--- config.mk ---
export PLATFORM = sky130hd
export DESIGN_NAME = radix_integer_to_ascii_top_flat
export DESIGN_NICKNAME = d
export VERILOG_FILES = /design/src/rtl/core/r2a_pkg.sv /design/src/rtl/core/r2a_if.sv /design/src/rtl/core/r2a_ram.sv /design/src/rtl/core/r2a_datapath.sv /design/src/rtl/core/r2a_ctrl.sv /design/src/rtl/core/radix_integer_to_ascii_top.sv /design/src/flat_wrapper.sv
export SDC_FILE = /design/constraint.sdc
export NUM_CORES = 1
export LEC_CHECK = 0
export BUFFER_PORTS_ARGS = -buffer_cell sky130_fd_sc_hd__buf_2
export CAP_MARGIN = 0
export CORE_MARGIN = 2
export CORE_UTILIZATION = 60
export CTS_BUF_LIST = sky130_fd_sc_hd__clkbuf_8
export DETAILED_ROUTE_END_ITERATION = 8
export GPL_TIMING_DRIVEN = 0
export PLACE_DENSITY = 0.79
export SETUP_SLACK_MARGIN = 0.05
export SLEW_MARGIN = 20
export SYNTH_ARGS = -nofsm -noshare
export SYNTH_HDL_FRONTEND = slang
export SYNTH_SLANG_ARGS = --single-unit
--- constraint.sdc ---
create_clock -name clock -period 10.5 [get_ports clock]
set_clock_uncertainty 0.15 [all_clocks]
set_input_delay 2.625 -clock clock [delete_from_list [all_inputs] [get_ports clock]]
set_output_delay 2.625 -clock clock [all_outputs]
set_load 0.1 [all_outputs]
--- src/rtl/core/r2a_pkg.sv ---
`timescale 1ns / 1ps

package r2a_pkg;

   // Default width of the converted number, sign bit included.
   localparam int NUM_BITS_DEF = 32;

   // Fixed field widths.
   localparam int RADIX_W  = 5;
   localparam int CHAR_W   = 8;
   localparam int STATUS_W = 2;
   localparam int DIGIT_W  = 4;

   // Quotient bits resolved per divider cycle.
   localparam int DIV_BITS_PER_CYCLE = 4;

   // Base limits and the bases that carry a prefix.
   localparam logic [RADIX_W-1:0] RADIX_MIN = 5'd2;
   localparam logic [RADIX_W-1:0] RADIX_MAX = 5'd16;
   localparam logic [RADIX_W-1:0] RADIX_OCT = 5'd8;
   localparam logic [RADIX_W-1:0] RADIX_HEX = 5'd16;

   // Status codes on the result channel.
   localparam logic [STATUS_W-1:0] ST_OK        = 2'd0;
   localparam logic [STATUS_W-1:0] ST_BAD_RADIX = 2'd1;
   localparam logic [STATUS_W-1:0] ST_NEGATIVE  = 2'd2;

   // ASCII characters used outside the digit table.
   localparam logic [CHAR_W-1:0] CHAR_ZERO = 8'h30;
   localparam logic [CHAR_W-1:0] CHAR_X    = 8'h78;
   localparam logic [CHAR_W-1:0] CHAR_NUL  = 8'h00;
   localparam logic [CHAR_W-1:0] CHAR_A_OFFSET = 8'h57;

   // Source of the character loaded into the result register.
   typedef enum logic [1:0] {
      CH_ZERO,
      CH_X,
      CH_DIGIT,
      CH_ERR
   } char_sel_type;

   // Commands from the controller to the datapath.
   typedef struct packed {
      logic         in_ready;
      logic         div_step;
      logic         digit_wr;
      logic         rd_en;
      logic         idx_dec;
      logic         out_load;
      char_sel_type out_sel;
      logic         out_last;
   } r2a_cmd_type;

   // Status from the datapath to the controller.
   typedef struct packed {
      logic req_fire;
      logic out_free;
      logic bad_radix;
      logic negative;
      logic radix_hex;
      logic radix_oct;
      logic work_zero;
      logic idx_zero;
   } r2a_stat_type;

   // Lower-case ASCII for one digit value.
   function automatic logic [CHAR_W-1:0] digit_char(input logic [DIGIT_W-1:0] d);
      logic [CHAR_W-1:0] ext;
      ext = CHAR_W'(d);
      if (d < 4'd10) begin
         return CHAR_ZERO + ext;
      end
      return CHAR_A_OFFSET + ext;
   endfunction

endpackage

--- src/rtl/core/r2a_if.sv ---
`timescale 1ns / 1ps

// Input channel: one beat carries a number and a requested base.
interface r2a_req_if #(
   parameter int NUM_BITS = r2a_pkg::NUM_BITS_DEF
);
   logic                               valid;
   logic                               ready;
   logic signed [NUM_BITS-1:0]         number;
   logic [r2a_pkg::RADIX_W-1:0]        radix;

   modport source (output valid, output number, output radix, input ready);
   modport sink   (input valid, input number, input radix, output ready);
endinterface

// Result channel: one beat carries one character of the conversion.
interface r2a_rsp_if;
   logic                               valid;
   logic                               ready;
   logic [r2a_pkg::CHAR_W-1:0]         character;
   logic [r2a_pkg::STATUS_W-1:0]       status;
   logic                               last;

   modport source (output valid, output character, output status, output last, input ready);
   modport sink   (input valid, input character, input status, input last, output ready);
endinterface

--- src/rtl/core/r2a_ram.sv ---
`timescale 1ns / 1ps

module r2a_ram #(
   parameter int WIDTH = 4,
   parameter int DEPTH = 32
) (
   input  logic                     clock,
   input  logic                     wr_en,
   input  logic [$clog2(DEPTH)-1:0] wr_addr,
   input  logic [WIDTH-1:0]         wr_data,
   input  logic                     rd_en,
   input  logic [$clog2(DEPTH)-1:0] rd_addr,
   output logic [WIDTH-1:0]         rd_data
);

   logic [WIDTH-1:0] mem_ff [DEPTH];
   logic [WIDTH-1:0] rd_data_ff;

   // Single write port and one registered read port.
   always_ff @(posedge clock) begin
      if (wr_en) begin
         mem_ff[wr_addr] <= wr_data;
      end
      if (rd_en) begin
         rd_data_ff <= mem_ff[rd_addr];
      end
   end

   assign rd_data = rd_data_ff;

endmodule

--- src/rtl/core/r2a_datapath.sv ---
`timescale 1ns / 1ps

module r2a_datapath #(
   parameter int NUM_BITS = r2a_pkg::NUM_BITS_DEF
) (
   input  logic                  clock,
   input  logic                  reset,
   r2a_req_if.sink               req_if,
   r2a_rsp_if.source             rsp_if,
   input  r2a_pkg::r2a_cmd_type  cmd,
   output r2a_pkg::r2a_stat_type stat
);
   import r2a_pkg::*;

   localparam int MAG_W   = NUM_BITS - 1;
   localparam int STEPS   = (MAG_W + DIV_BITS_PER_CYCLE - 1) / DIV_BITS_PER_CYCLE;
   localparam int DIV_W   = STEPS * DIV_BITS_PER_CYCLE;
   localparam int DEPTH   = NUM_BITS;
   localparam int CNT_W   = $clog2(DEPTH);

   logic [DIV_W-1:0]    work_ff, work_in;
   logic [RADIX_W-1:0]  radix_ff, radix_in;
   logic                neg_ff, neg_in;
   logic [DIGIT_W-1:0]  rem_ff, rem_in;
   logic [CNT_W-1:0]    count_ff, count_in;
   logic [CNT_W-1:0]    rd_idx_ff, rd_idx_in;
   logic                rsp_valid_ff, rsp_valid_in;
   logic [CHAR_W-1:0]   char_ff, char_in;
   logic [STATUS_W-1:0] status_ff, status_in;
   logic                last_ff, last_in;

   logic [DIV_W-1:0]    step_work;
   logic [DIGIT_W:0]    step_rem;
   logic [DIGIT_W-1:0]  ram_q;
   logic                req_fire;
   logic                bad_radix;
   logic [STATUS_W-1:0] err_code;

   assign req_if.ready = cmd.in_ready;
   assign req_fire     = req_if.valid & cmd.in_ready;

   // Base and sign checks on the captured item.
   assign bad_radix = (radix_ff < RADIX_MIN) || (radix_ff > RADIX_MAX);
   assign err_code  = bad_radix ? ST_BAD_RADIX : ST_NEGATIVE;

   // One divider cycle: restoring division, several quotient bits per cycle.
   // Quotient bits shift in at the bottom of the dividend register.
   always_comb begin
      step_work = work_ff;
      step_rem  = {1'b0, rem_ff};
      for (int j = 0; j < DIV_BITS_PER_CYCLE; j++) begin
         step_rem  = {step_rem[DIGIT_W-1:0], step_work[DIV_W-1]};
         step_work = {step_work[DIV_W-2:0], 1'b0};
         if (step_rem >= radix_ff) begin
            step_rem     = step_rem - radix_ff;
            step_work[0] = 1'b1;
         end
      end
   end

   // Digit store, least significant digit at index zero.
   r2a_ram #(
      .WIDTH (DIGIT_W),
      .DEPTH (DEPTH)
   ) u_digit_ram (
      .clock   (clock),
      .wr_en   (cmd.digit_wr),
      .wr_addr (count_ff),
      .wr_data (rem_ff),
      .rd_en   (cmd.rd_en),
      .rd_addr (rd_idx_ff),
      .rd_data (ram_q)
   );

   // Working registers: capture, division, digit count and read pointer.
   always_comb begin
      work_in   = work_ff;
      radix_in  = radix_ff;
      neg_in    = neg_ff;
      rem_in    = rem_ff;
      count_in  = count_ff;
      rd_idx_in = rd_idx_ff;
      if (req_fire) begin
         work_in  = DIV_W'(req_if.number[MAG_W-1:0]);
         radix_in = req_if.radix;
         neg_in   = req_if.number[NUM_BITS-1];
         rem_in   = '0;
         count_in = '0;
      end else if (cmd.div_step) begin
         work_in = step_work;
         rem_in  = step_rem[DIGIT_W-1:0];
      end else if (cmd.digit_wr) begin
         rem_in    = '0;
         count_in  = count_ff + 1'b1;
         rd_idx_in = count_ff;
      end else if (cmd.idx_dec) begin
         rd_idx_in = rd_idx_ff - 1'b1;
      end
   end

   // Result register: loaded on command, cleared when its beat is taken.
   always_comb begin
      rsp_valid_in = rsp_valid_ff;
      char_in      = char_ff;
      status_in    = status_ff;
      last_in      = last_ff;
      if (cmd.out_load) begin
         rsp_valid_in = 1'b1;
         status_in    = ST_OK;
         last_in      = cmd.out_last;
         case (cmd.out_sel)
            CH_ZERO:  char_in = CHAR_ZERO;
            CH_X:     char_in = CHAR_X;
            CH_DIGIT: char_in = digit_char(ram_q);
            CH_ERR: begin
               char_in   = CHAR_NUL;
               status_in = err_code;
            end
            default:  char_in = CHAR_NUL;
         endcase
      end else if (rsp_if.ready) begin
         rsp_valid_in = 1'b0;
      end
   end

   always_ff @(posedge clock) begin
      if (reset) begin
         count_ff     <= '0;
         rd_idx_ff    <= '0;
         rsp_valid_ff <= 1'b0;
      end else begin
         count_ff     <= count_in;
         rd_idx_ff    <= rd_idx_in;
         rsp_valid_ff <= rsp_valid_in;
      end
      work_ff   <= work_in;
      radix_ff  <= radix_in;
      neg_ff    <= neg_in;
      rem_ff    <= rem_in;
      char_ff   <= char_in;
      status_ff <= status_in;
      last_ff   <= last_in;
   end

   assign rsp_if.valid     = rsp_valid_ff;
   assign rsp_if.character = char_ff;
   assign rsp_if.status    = status_ff;
   assign rsp_if.last      = last_ff;

   // Status back to the controller.
   always_comb begin
      stat.req_fire  = req_fire;
      stat.out_free  = !rsp_valid_ff || rsp_if.ready;
      stat.bad_radix = bad_radix;
      stat.negative  = neg_ff;
      stat.radix_hex = (radix_ff == RADIX_HEX);
      stat.radix_oct = (radix_ff == RADIX_OCT);
      stat.work_zero = (work_ff == '0);
      stat.idx_zero  = (rd_idx_ff == '0);
   end

endmodule

--- src/rtl/core/r2a_ctrl.sv ---
`timescale 1ns / 1ps

module r2a_ctrl #(
   parameter int NUM_BITS = r2a_pkg::NUM_BITS_DEF
) (
   input  logic                  clock,
   input  logic                  reset,
   input  r2a_pkg::r2a_stat_type stat,
   output r2a_pkg::r2a_cmd_type  cmd
);
   import r2a_pkg::*;

   localparam int MAG_W = NUM_BITS - 1;
   localparam int STEPS = (MAG_W + DIV_BITS_PER_CYCLE - 1) / DIV_BITS_PER_CYCLE;
   localparam int SC_W  = (STEPS > 1) ? $clog2(STEPS) : 1;
   localparam logic [SC_W-1:0] STEP_LAST = SC_W'(STEPS - 1);

   typedef enum logic [3:0] {
      IDLE,
      CHECK,
      ERROR,
      PFX_ZERO,
      PFX_X,
      DIV_RUN,
      DIGIT_WR,
      EMIT_RD,
      EMIT_OUT
   } state_type;

   state_type       state_ff, state_in;
   logic [SC_W-1:0] step_ff, step_in;

   // Next state and commands.
   always_comb begin
      state_in     = state_ff;
      step_in      = '0;
      cmd          = '0;
      cmd.out_sel  = CH_ERR;
      case (state_ff)
         IDLE: begin
            cmd.in_ready = 1'b1;
            if (stat.req_fire) begin
               state_in = CHECK;
            end
         end
         CHECK: begin
            if (stat.bad_radix || stat.negative) begin
               state_in = ERROR;
            end else if (stat.radix_hex || (stat.radix_oct && !stat.work_zero)) begin
               state_in = PFX_ZERO;
            end else begin
               state_in = DIV_RUN;
            end
         end
         ERROR: begin
            if (stat.out_free) begin
               cmd.out_load = 1'b1;
               cmd.out_sel  = CH_ERR;
               cmd.out_last = 1'b1;
               state_in     = IDLE;
            end
         end
         PFX_ZERO: begin
            if (stat.out_free) begin
               cmd.out_load = 1'b1;
               cmd.out_sel  = CH_ZERO;
               state_in     = stat.radix_hex ? PFX_X : DIV_RUN;
            end
         end
         PFX_X: begin
            if (stat.out_free) begin
               cmd.out_load = 1'b1;
               cmd.out_sel  = CH_X;
               state_in     = DIV_RUN;
            end
         end
         DIV_RUN: begin
            cmd.div_step = 1'b1;
            step_in      = step_ff + 1'b1;
            if (step_ff == STEP_LAST) begin
               step_in  = '0;
               state_in = DIGIT_WR;
            end
         end
         DIGIT_WR: begin
            cmd.digit_wr = 1'b1;
            state_in     = stat.work_zero ? EMIT_RD : DIV_RUN;
         end
         EMIT_RD: begin
            cmd.rd_en = 1'b1;
            state_in  = EMIT_OUT;
         end
         EMIT_OUT: begin
            if (stat.out_free) begin
               cmd.out_load = 1'b1;
               cmd.out_sel  = CH_DIGIT;
               cmd.out_last = stat.idx_zero;
               if (stat.idx_zero) begin
                  state_in = IDLE;
               end else begin
                  cmd.idx_dec = 1'b1;
                  state_in    = EMIT_RD;
               end
            end
         end
         default: begin
            state_in = IDLE;
         end
      endcase
   end

   always_ff @(posedge clock) begin
      if (reset) begin
         state_ff <= IDLE;
         step_ff  <= '0;
      end else begin
         state_ff <= state_in;
         step_ff  <= step_in;
      end
   end

endmodule

--- src/rtl/core/radix_integer_to_ascii_top.sv ---
// Sequence: the input beat is checked; an invalid item gives one error character, a valid one
// gives any prefix characters, then its digits, found by division and held in the digit store,
// and sent most significant first.
// Throughput: one item at a time; each further digit is read from the digit store, then loaded
// into the result register.
// Reset is synchronous, active high, and returns the controller to idle.
`timescale 1ns / 1ps

module radix_integer_to_ascii_top #(
   parameter int NUM_BITS = r2a_pkg::NUM_BITS_DEF
) (
   input  logic      clock,
   input  logic      reset,
   r2a_req_if.sink   req_if,
   r2a_rsp_if.source rsp_if
);
   import r2a_pkg::*;

   r2a_cmd_type  cmd;
   r2a_stat_type stat;

   // Sequencing of checks, prefix, division and digit output.
   r2a_ctrl #(
      .NUM_BITS (NUM_BITS)
   ) u_ctrl (
      .clock (clock),
      .reset (reset),
      .stat  (stat),
      .cmd   (cmd)
   );

   // Divider, digit store and result register.
   r2a_datapath #(
      .NUM_BITS (NUM_BITS)
   ) u_datapath (
      .clock  (clock),
      .reset  (reset),
      .req_if (req_if),
      .rsp_if (rsp_if),
      .cmd    (cmd),
      .stat   (stat)
   );

endmodule
--- src/flat_wrapper.sv ---
// flat-port wrapper written by rule: the top's interface ports become plain ports
module radix_integer_to_ascii_top_flat import r2a_pkg::*;
#(
   parameter int NUM_BITS = r2a_pkg::NUM_BITS_DEF
)
  (clock, reset, req_if_valid, req_if_number, req_if_radix, req_if_ready, rsp_if_valid, rsp_if_character, rsp_if_status, rsp_if_last, rsp_if_ready);
  r2a_req_if #(.NUM_BITS(NUM_BITS)) req_if_i ();
  r2a_rsp_if rsp_if_i ();
  input  logic clock;
  input  logic reset;
  input wire logic [$bits(req_if_i.valid)-1:0] req_if_valid;
  input wire logic [$bits(req_if_i.number)-1:0] req_if_number;
  input wire logic [$bits(req_if_i.radix)-1:0] req_if_radix;
  output wire logic [$bits(req_if_i.ready)-1:0] req_if_ready;
  output wire logic [$bits(rsp_if_i.valid)-1:0] rsp_if_valid;
  output wire logic [$bits(rsp_if_i.character)-1:0] rsp_if_character;
  output wire logic [$bits(rsp_if_i.status)-1:0] rsp_if_status;
  output wire logic [$bits(rsp_if_i.last)-1:0] rsp_if_last;
  input wire logic [$bits(rsp_if_i.ready)-1:0] rsp_if_ready;
  assign req_if_i.valid = req_if_valid;
  assign req_if_i.number = req_if_number;
  assign req_if_i.radix = req_if_radix;
  assign req_if_ready = req_if_i.ready;
  assign rsp_if_valid = rsp_if_i.valid;
  assign rsp_if_character = rsp_if_i.character;
  assign rsp_if_status = rsp_if_i.status;
  assign rsp_if_last = rsp_if_i.last;
  assign rsp_if_i.ready = rsp_if_ready;
  radix_integer_to_ascii_top #(.NUM_BITS(NUM_BITS)) u_core (.clock(clock), .reset(reset), .req_if(req_if_i), .rsp_if(rsp_if_i));
endmodule
==> flow_summary.ini <==
[run_status]
status = finished clean

[global_route]
grt_pass1_wl_um = 30500
grt_use_met3_pct = 4.748
busiest_layer = met2
grt_max_degree = 37
grt_pass1_vias = 5908
overflow = 0
grt.total_usage_pct = 23.94
antenna_found_initial = 0
use_met1_pct = 32.46
grt_use_met2_pct = 39.78

[route]
vias = 6037
drt_iter0_drc = 540
via_per_inst = 5.907
ant_nets = 0
wl_per_cell_um = 18.85
route.detailed.drc = 0
drt_wl_total_um = 19260
drt_pre_antenna_iters = 7

[yosys]
synth_commonest_cells = edfxtp_1 (179), nand2_1 (112), nor2_1 (70)
synthesis.nets = 775
yosys.area.top_type = edfxtp_1
synthFlopType = edfxtp_1
syn_avg_cell_area_sq_um = 13.36
synth.distinct_cells = 53
yosysWarnings = 0
syn_area_sq_mm = 0.009378
netlist_instances = 702
ys_ff_latch = 202
synth_most_common_cell = edfxtp_1
synthTopCellsByArea = edfxtp_1 (57%), mux4_2 (9.6%), dfxtp_1 (4.9%), nand2_1 (4.5%), ha_1 (3.7%)
yosysSeqAreaShare_pct = 62.23
synth-edff-count = 179
yosysTopAreaCellShare_pct = 57.32
synthArstFlopShare_pct = 0

[power_and_ir_drop]
comb_power_share_pct = 36.5
vdd_drop_max_mv = 0.2063
switchingPower_w = 0.001025
clockPowerShare_pct = 20.9
power_leakage_nw = 3.725
power_frac_seq_pct = 42.6
power.total_w = 0.002716
p_per_area_mw_per_mm2 = 260.1
switching_share_pct = 37.72
internal_power_w = 0.001691

[setup_path]
crit_fanout = 8
cp.arrival_ps = 6780
required_ps = 10810
crit_type = flip-flop to flip-flop
worst_setup_path_end_kind = flip-flop
startpoint_type = flip-flop

[clock_network]
cts.clk_slew.worst_paths_ps = 60
cts-root-buf = clkbuf_8
clock_path_buffers = 3
htree_levels = 1
ctsResizeCount = 0
insertion_delay_ps = 580
cts_setup_buffers = 0
cts_inserted_buffers = 31
cts_hold_buffers = 0
clock_sinks = 202
cts_tree = yes

[floorplan]
fp.coreArea_sq_mm = 0.01526
start_util_pct = 61.46
die_w_um = 129.0
die_y_um = 129.0
rows = 45
die_area_sq_mm = 0.01665
io_pins = 54

[timing]
max_freq_mhz = 154.7
finalHoldViolCount = 0
maxSlewHeadroom_pct = 45.22
rsz0062_at_grt = no
setup_tns_ps = 0
setup_viol_count_final = 0
period_share_pct = 61.56
tightest_slew_ps = 821.7
slew_viol_final = 0
min_period_ps = 6464

[flow_run]
drv_cap = 0

[placement]
dp_hpwl_um = 13320
portBuffers = 51
routabilityCongestion = 0.8978

[layout]
antenna_cells = 0
area.growth.synth_to_final_pct = 11.34
final_nets = 859
fin_util_pct = 68.43
drive_gt1_share_pct = 18.99

[worst_hold_path]
hp-class = flip-flop to flip-flop
==> power by group through the flow <==
stage | clock (W) | combinational (W) | sequential (W)
final | 0.000568 | 0.000992 | 0.00116
after global routing | 0.000611 | 0.00110 | 0.00117
after CTS | 0.000577 | 0.000980 | 0.00116
after detailed placement | 0 | 0.000976 | 0.00117
after global placement | 0 | 0.000933 | 0.00116
after floorplan | 0 | 0.000694 | 0.00121
==> metrics by stage <==
step	cells	instance area [sq um]	hold slack (ps)	worst slack, ps
global placement	964	9897	267.3	4074
floorplan	702	9378	255.3	4277
finish	1022	10440	297.0	4036
CTS	1022	10440	297.1	3767
global route	1022	10440	328.7	3527
detailed placement	964	9901	283.3	3811
==> state kept, by name, summed over array words and instances (netlist names), 5 cells and up <==
signal / cells
u_core.u_datapath.rsp_if.character: 7
u_core.u_datapath.work_ff: 32
u_core.u_datapath.radix_ff: 5
u_core.u_datapath.rd_idx_ff: 5
u_core.u_datapath.count_ff: 5
u_core.u_datapath.u_digit_ram.mem_ff: 128
==> placed cells by master, fill, tap and decap left out, drive strengths merged, types with 6 or more instances in the layout <==
cell type  Yosys  routed
nand3          7       7
nor4          14      14
nor3          13      13
edfxtp       179     179
nand2        112     112
clkbuf        23      54
a211oi         6       6
clkinv         0      20
nor2b          6       6
o21ai         14      14
xnor2          9       9
a31oi          6       6
ha            28      28
nand2b         7       7
a21oi         31      31
inv           26      32
a21o           9       9
nor2          70      70
nand4          7       7
dfxtp         23      23
mux4          40      40
mux2          11      11
xor2           7       7
buf           10      61
==> path summary, 6_finish.rpt <==
path	start	end	slack [ps]	cells after the start
setup reg to reg	u_core.u_datapath.radix_ff[1]	u_core.u_datapath.rem_ff[2]	4040	23
hold / removal	u_core.u_ctrl.step_ff[0]	u_core.u_ctrl.step_ff[0]	300	1
hold reg to reg	u_core.u_ctrl.step_ff[0]	u_core.u_ctrl.step_ff[0]	300	1
setup / recovery	u_core.u_datapath.radix_ff[1]	u_core.u_datapath.rem_ff[2]	4040	23
==> critical path: stages (launching register included) <==
cell	delay, ps
edfxtp_1	570
inv_1	250
ha_1	350
and2_1	150
a21oi_1	100
o21ai_1	390
mux2_2	400
ha_1	340
nand2_1	60
o21ai_0	300
a31o_2	290
mux2i_1	290
ha_1	330
a21o_1	170
a31oi_1	180
o21ai_0	230
o21ai_0	430
inv_1	90
ha_1	200
a21o_1	180
a31oi_1	170
o21ai_1	220
a211o_1	300
a22o_1	210
==> logic make-up after synthesis <==
family | after synthesis | synth area share [%]
buffers and inverters | 59 | 2.722
DFF | 202 | 62.23
adders and majority gates | 32 | 4.590
other | 1 | 0.03999
xor gates and xnor gates | 16 | 1.494
and+or+nand+nor | 251 | 11.75
muxes | 55 | 11.35
AOI/OAI and AO/OA | 86 | 5.817
==> routing by layer <==
metal | wire length (um) | up-vias
met5 | 0 | -
met4 | 395 | 0
li1 | - | 2802
met2 | 9440 | 281
met3 | 1616 | 39
met1 | 7809 | 2915
==> cell type report <==
| cell class | instances | area (sq um) |
|---|---|---|
| fillers | 1020 | 4817 |
| clock buffers | 31 | 426.7 |
| multi-input cells | 441 | 3289 |
| repair buffers | 51 | 255.2 |
| inverters | 26 | 97.59 |
| clock inverters | 27 | 110.1 |
| flip-flops and latches | 202 | 5841 |
| well taps | 211 | 264.0 |
| plain buffers | 33 | 157.7 |
No activity file was read; power rests on OpenSTA's default activity.
